**config.mk**
```make
export PLATFORM = sky130hd
export DESIGN_NAME = esv_ctrl
export DESIGN_NICKNAME = d
export VERILOG_FILES = /design/src/rtl/assert_macros.svh /design/src/rtl/esv_pkg.sv /design/src/rtl/esv_ctrl.sv
export SDC_FILE = /design/constraint.sdc
export NUM_CORES = 1
export LEC_CHECK = 0
export ABC_AREA = 1
export ABC_CLOCK_PERIOD_IN_PS = 2850
export BUFFER_PORTS_ARGS = -buffer_cell sky130_fd_sc_hd__buf_4
export CAP_MARGIN = 20
export CORE_ASPECT_RATIO = 0.75
export CORE_MARGIN = 1.5
export CORE_UTILIZATION = 58
export DETAILED_ROUTE_END_ITERATION = 6
export PLACE_DENSITY = 0.88
export RECOVER_POWER = 50
export SLEW_MARGIN = 20
export SYNTH_ARGS = -nofsm -noshare
export SYNTH_HDL_FRONTEND = slang
export SYNTH_SLANG_ARGS = --single-unit
```
**constraint.sdc**
```tcl
create_clock -name clk -period 2.85 [get_ports clk]
set_input_delay 0.1425 -clock clk [delete_from_list [all_inputs] [get_ports clk]]
set_output_delay 0.1425 -clock clk [all_outputs]
set_load 0.05 [all_outputs]
```
**src/rtl/assert_macros.svh**
```systemverilog
// Assertion helpers for the RTL.
`ifndef ASSERT_MACROS_SVH
`define ASSERT_MACROS_SVH

// Same-cycle implication, disabled in reset.
`define ESV_ASSERT_NOW(label, clk, rst, ante, cons, msg) \
  label: assert property (@(posedge clk) disable iff (rst) (ante) |-> (cons)) else $error(msg);

// Next-cycle implication, disabled in reset.
`define ESV_ASSERT_NEXT(label, clk, rst, ante, cons, msg) \
  label: assert property (@(posedge clk) disable iff (rst) (ante) |=> (cons)) else $error(msg);

`endif

```
**src/rtl/esv_pkg.sv**
```systemverilog
// ----------------------------------------------------------------------------
// esv_pkg
// Shared widths, register indexes and the controller-to-datapath command.
// ----------------------------------------------------------------------------
package esv_pkg;

  localparam int SAMP_W   = 24;
  localparam int SET_W    = 9;
  localparam int ELEM_W   = 13;
  localparam int CFG_IW   = 2;
  localparam int CFG_DW   = 13;
  localparam int SUM_W    = 32;
  localparam int SQ_W     = 55;
  localparam int VAR_W    = 54;
  localparam int POS_W    = 12;
  localparam int FRAC_W   = 8;
  localparam int D_W      = 64;
  localparam int DVD_W    = D_W + FRAC_W;
  localparam int N2_W     = 17;
  localparam int DIV_STEPS = DVD_W;
  localparam int DCNT_W   = 7;

  localparam logic [CFG_IW-1:0] REG_SET_COUNT     = 2'd0;
  localparam logic [CFG_IW-1:0] REG_ELEMENT_COUNT = 2'd1;

  typedef struct packed {
    logic capture;
    logic first_set;
    logic last_elem;
    logic acc;
    logic mul;
    logic sub;
    logic div_step;
    logic load_out;
  } esv_cmd_t;

endpackage

```
**src/rtl/esv_ctrl.sv**
```systemverilog
// ----------------------------------------------------------------------------
// esv_ctrl
// Config registers, set/element counters and the per-sample sequencer.
// ----------------------------------------------------------------------------
module esv_ctrl #(
  parameter int MAX_ELEMENTS = 4096,
  parameter int MAX_SETS     = 256
) (
  input  logic                          clk,
  input  logic                          rst,
  input  logic                          cfg_we,
  input  logic [esv_pkg::CFG_IW-1:0]    cfg_index,
  input  logic [esv_pkg::CFG_DW-1:0]    cfg_data,
  input  logic                          sample_valid,
  output logic                          sample_ready,
  output logic                          result_valid,
  input  logic                          result_ready,
  output logic [((MAX_ELEMENTS > 1) ? $clog2(MAX_ELEMENTS) : 1)-1:0] pos,
  output logic [esv_pkg::SET_W-1:0]     sets,
  output esv_pkg::esv_cmd_t             cmd
);
  import esv_pkg::*;

  localparam int AW = (MAX_ELEMENTS > 1) ? $clog2(MAX_ELEMENTS) : 1;
  localparam int SW = (MAX_SETS > 1) ? $clog2(MAX_SETS) : 1;

  typedef enum logic [2:0] {IDLE, ACC, MUL, SUB, DIV, DONE} state_t;

  state_t               state;
  logic [SET_W-1:0]     set_count;
  logic [ELEM_W-1:0]    element_count;
  logic [SW-1:0]        set_index;
  logic [AW-1:0]        element_index;
  logic                 last_set;
  logic [DCNT_W-1:0]    div_cnt;

  logic [SET_W-1:0]     eff_sets;
  logic [16:0]          eff_elems;
  logic [SW-1:0]        last_s;
  logic [AW-1:0]        last_e;
  logic                 accept;
  logic                 is_last_s;
  logic                 is_last_e;
  logic                 out_free;

  always_comb begin
    if (set_count == '0) begin
      eff_sets = SET_W'(1);
    end else if (set_count > SET_W'(MAX_SETS)) begin
      eff_sets = SET_W'(MAX_SETS);
    end else begin
      eff_sets = set_count;
    end
    if (element_count == '0) begin
      eff_elems = 17'd1;
    end else if ({4'b0, element_count} > 17'(MAX_ELEMENTS)) begin
      eff_elems = 17'(MAX_ELEMENTS);
    end else begin
      eff_elems = {4'b0, element_count};
    end
  end

  assign last_s    = SW'(eff_sets - SET_W'(1));
  assign last_e    = AW'(eff_elems - 17'd1);
  assign is_last_s = (set_index == last_s);
  assign is_last_e = (element_index == last_e);

  assign sample_ready = (state == IDLE);
  assign accept       = sample_valid && sample_ready;
  assign out_free     = !result_valid || result_ready;
  assign pos          = element_index;
  assign sets         = eff_sets;

  always_comb begin
    cmd           = '0;
    cmd.capture   = accept;
    cmd.first_set = (set_index == '0);
    cmd.last_elem = is_last_e;
    cmd.acc       = (state == ACC);
    cmd.mul       = (state == MUL);
    cmd.sub       = (state == SUB);
    cmd.div_step  = (state == DIV);
    cmd.load_out  = (state == DONE) && out_free;
  end

  always_ff @(posedge clk) begin
    if (rst) begin
      state         <= IDLE;
      set_count     <= SET_W'(1);
      element_count <= ELEM_W'(1);
      set_index     <= '0;
      element_index <= '0;
      last_set      <= 1'b0;
      div_cnt       <= '0;
      result_valid  <= 1'b0;
    end else begin
      if (result_valid && result_ready) begin
        result_valid <= 1'b0;
      end
      case (state)
        IDLE: begin
          if (cfg_we && (cfg_index == REG_SET_COUNT || cfg_index == REG_ELEMENT_COUNT)) begin
            if (cfg_index == REG_SET_COUNT) begin
              set_count <= cfg_data[SET_W-1:0];
            end else begin
              element_count <= cfg_data;
            end
            set_index     <= '0;
            element_index <= '0;
          end else if (accept) begin
            last_set <= is_last_s;
            if (is_last_e) begin
              element_index <= '0;
              set_index     <= is_last_s ? '0 : set_index + SW'(1);
            end else begin
              element_index <= element_index + AW'(1);
            end
            state <= ACC;
          end
        end
        ACC: begin
          state <= last_set ? MUL : IDLE;
        end
        MUL: begin
          state <= SUB;
        end
        SUB: begin
          div_cnt <= '0;
          state   <= DIV;
        end
        DIV: begin
          div_cnt <= div_cnt + DCNT_W'(1);
          if (div_cnt == DCNT_W'(DIV_STEPS - 1)) begin
            state <= DONE;
          end
        end
        DONE: begin
          if (out_free) begin
            result_valid <= 1'b1;
            state        <= IDLE;
          end
        end
        default: begin
          state <= IDLE;
        end
      endcase
    end
  end

endmodule

```
==> out/results.ini <==
[outcome]
outcome=completed

[layout]
stdcell_area_um2=3919
fillers=539
final_cells=667
drive_gt1_share_pct=10.70
n_antenna_cell=0
final_core_util_pct=67.62
area.growth.synth_to_final_pct=12.91
fin_nets=614

[synthesis]
synth_area_um2=3471
syn_nets=566
syn_inst=540
ys_ff_latch=54
synth_most_common_cell=nand2_1
ys_top_cells_by_area=dfxtp_1 31%, nand2_1 12%, nor2_1 11%, inv_1 7.7%, xor2_1 6.3%
synth-edff-count=0
synth_area_per_cell_um2=6.427
synth-main-ff-cell=dfxtp_1
synth_area_leader_cell=dfxtp_1
ys_seq_area_share_pct=31.15
ys_warn_count=0
async_flop_share_pct=0
yosysUniqueCellTypes=36
netlist.area_leader.share_pct=31.15
synth_top_cells_by_count=115 x nand2_1, 98 x nor2_1, 71 x inv_1

[grt]
antenna_found_initial=0
grt_pass1_wl_mm=14.66
grt_max_degree=23
grt_use_total_pct=28.34
grt_pass1_vias=3185
grt_overflow=0

[floorplanning]
core_area_um2=5796
fp.dieH_um=70.00
ios=51
dieArea_um2=6462
die_w_um=92.33
rows=24
initial_core_util_pct=59.89

[timing]
maxSlewViolCount=0
hold_viol=0
max_freq_mhz=377.5
setup_viol_count_final=0
min_period_over_period_pct=92.94
skew_ns=0.009444
slew_headroom_pct=51.95
min_period_ns=2.649
tightest_slew_ns=0.7182

[placement]
portBuffers=50
routabilityCongestion=0.9620
dp.cells=655
place_hpwl_mm=6.963
dpl_cell_area_um2=3856

[setup_path]
worstPathMaxFanout=7
r2r_setup_slack_ns=0.26
crit_slowest_cell=dfxtp_2
endpoint_kind=primary output
critical_path_required_ns=2.71
cpPeakStageDelay_ns=0.37
path_cells=nor2_1 > nand2_1 > nor2_2 > nand2_2 > nand2_4 > nand2_2 > ha_4 > xor2_1 > nand2_1 > nor2_1 > nand2_1 > nor2_1 > nand3_1 > nor2_2 > nand3_2 > inv_2 > buf_8
worstPathArrival_ns=2.51
path_class=reg2out
cp-start-kind=register

[clock_network]
path_clk_slew_ns=0.10
ctsHoldBuffers=0
cts_buffers=5
clock_path_buffers=2
clkLatencyLatePin_ns=0.32
cts_tree=built
cts_htree_levels=2
cts_root_buffer=clkbuf_8
cts.sink_count=54

[route]
drcViolationCount=0
wire_per_inst_um=13.52
postRouteWirelength_mm=9.021
vias=3597
routed_via_density=5.393
postRouteAntennaNets=0
first_pass_iters=5
initialDrtViolationCount=306

[worst_hold_path]
hold_path.class=in2reg

[power_and_ir_drop]
total_power_uw=2608
powerDensity_nw_per_um2=665.6
power.leakage_uw=0.001779
peakVddDrop_mv=0.5499

[flow_run]
maxCapViolations=0

[where the power goes]
part           internal, uW  leakage, uW  switching, uW
logic                   390      0.00129            835
registers               837     0.000442           96.7
clock network           179    0.0000458            271
[path summary, 6_finish.rpt]
kind / start / end / cells after the start
setup / recovery: element_count[1] / cmd[5] / 17
hold / removal: cfg_data[10] / element_count[10] / 3
setup reg to reg: set_count[3] / set_index[6] / 19
hold reg to reg: div_cnt[6] / div_cnt[6] / 2
[flip-flops by register name, summed over array words and instances, names as in the netlist]
name and cells:
state 3, pos 12, last_set 1, result_valid 1, element_count 13, set_index 8
div_cnt 7, set_count 9
[layout by cell type, fill, tap and decap left out, types with 2 or more instances in the layout]
| cell | instances |
|---|---|
| a21oi_1 | 21 |
| a22oi_1 | 2 |
| a311oi_1 | 2 |
| buf_4 | 30 |
| clkbuf_1 | 30 |
| clkbuf_8 | 5 |
| clkinv_1 | 2 |
| dfxtp_1 | 49 |
| dfxtp_2 | 4 |
| ha_1 | 5 |
| inv_1 | 70 |
| inv_2 | 2 |
| nand2_1 | 111 |
| nand2_2 | 5 |
| nand2_4 | 4 |
| nand3_1 | 34 |
| nand3_2 | 2 |
| nand3b_1 | 6 |
| nand4_1 | 9 |
| nor2_1 | 97 |
| nor2_2 | 4 |
| nor3_1 | 11 |
| nor4_1 | 2 |
| o21ai_0 | 35 |
| o21ai_1 | 3 |
| o41ai_1 | 3 |
| xnor2_1 | 4 |
| xor2_1 | 25 |
[cell type report]
cell class | instances | area [um^2] | area share [%]
multi-input combinational | 393 | 2014 | 51.40
sequential | 54 | 1090 | 27.81
timing repair buffer | 60 | 349.1 | 8.908
inverter | 74 | 277.8 | 7.088
tap | 78 | 97.59 | 2.490
clock buffer | 6 | 72.57 | 1.852
clock inverter | 2 | 17.52 | 0.4470
[through the flow]
step	hold WS [ns]	TNS (ns)	setup slack [ns]
floorplan	0.2688	0	0.1268
global placement	0.3870	0	0.1768
detailed placement	0.3944	0	0.08359
CTS	0.06272	0	0.06355
global route	0.07143	-0.008073	-0.008073
finish	0.06714	0	0.2012
[timing repair]
action	4_1_cts	5_1_grt
endpoints found under the setup margin	0	18
resized for setup	0	19
buffers inserted	0	4
[cell families after synthesis]
logic type / after synthesis / synth area share [%]
AOI/OAI and AO/OA: 71 / 11.61
xor gates and xnor gates: 30 / 7.967
adders and majority gates: 6 / 2.163
buffers and inverters: 93 / 11.82
DFF: 54 / 31.15
and+or+nand+nor: 286 / 35.29
[per-layer routing]
layer	up-vias	share of wire, %	global-route usage [%]
li1	1805	-	-
met1	1650	49	40.16
met2	128	44	44.44
met3	14	6.1	4.248
met4	0	1.5	8.376
met5	-	0	0
[critical path: cells and delay by family (launching register included)]
family	cells	cell delay [ns]
DFF	1	0.37
and+or+nand+nor	13	1.17
adders and majority gates	1	0.26
xor gates and xnor gates	1	0.14
buffers and inverters	2	0.24
Note: power is estimated with default switching activity, not from simulation.
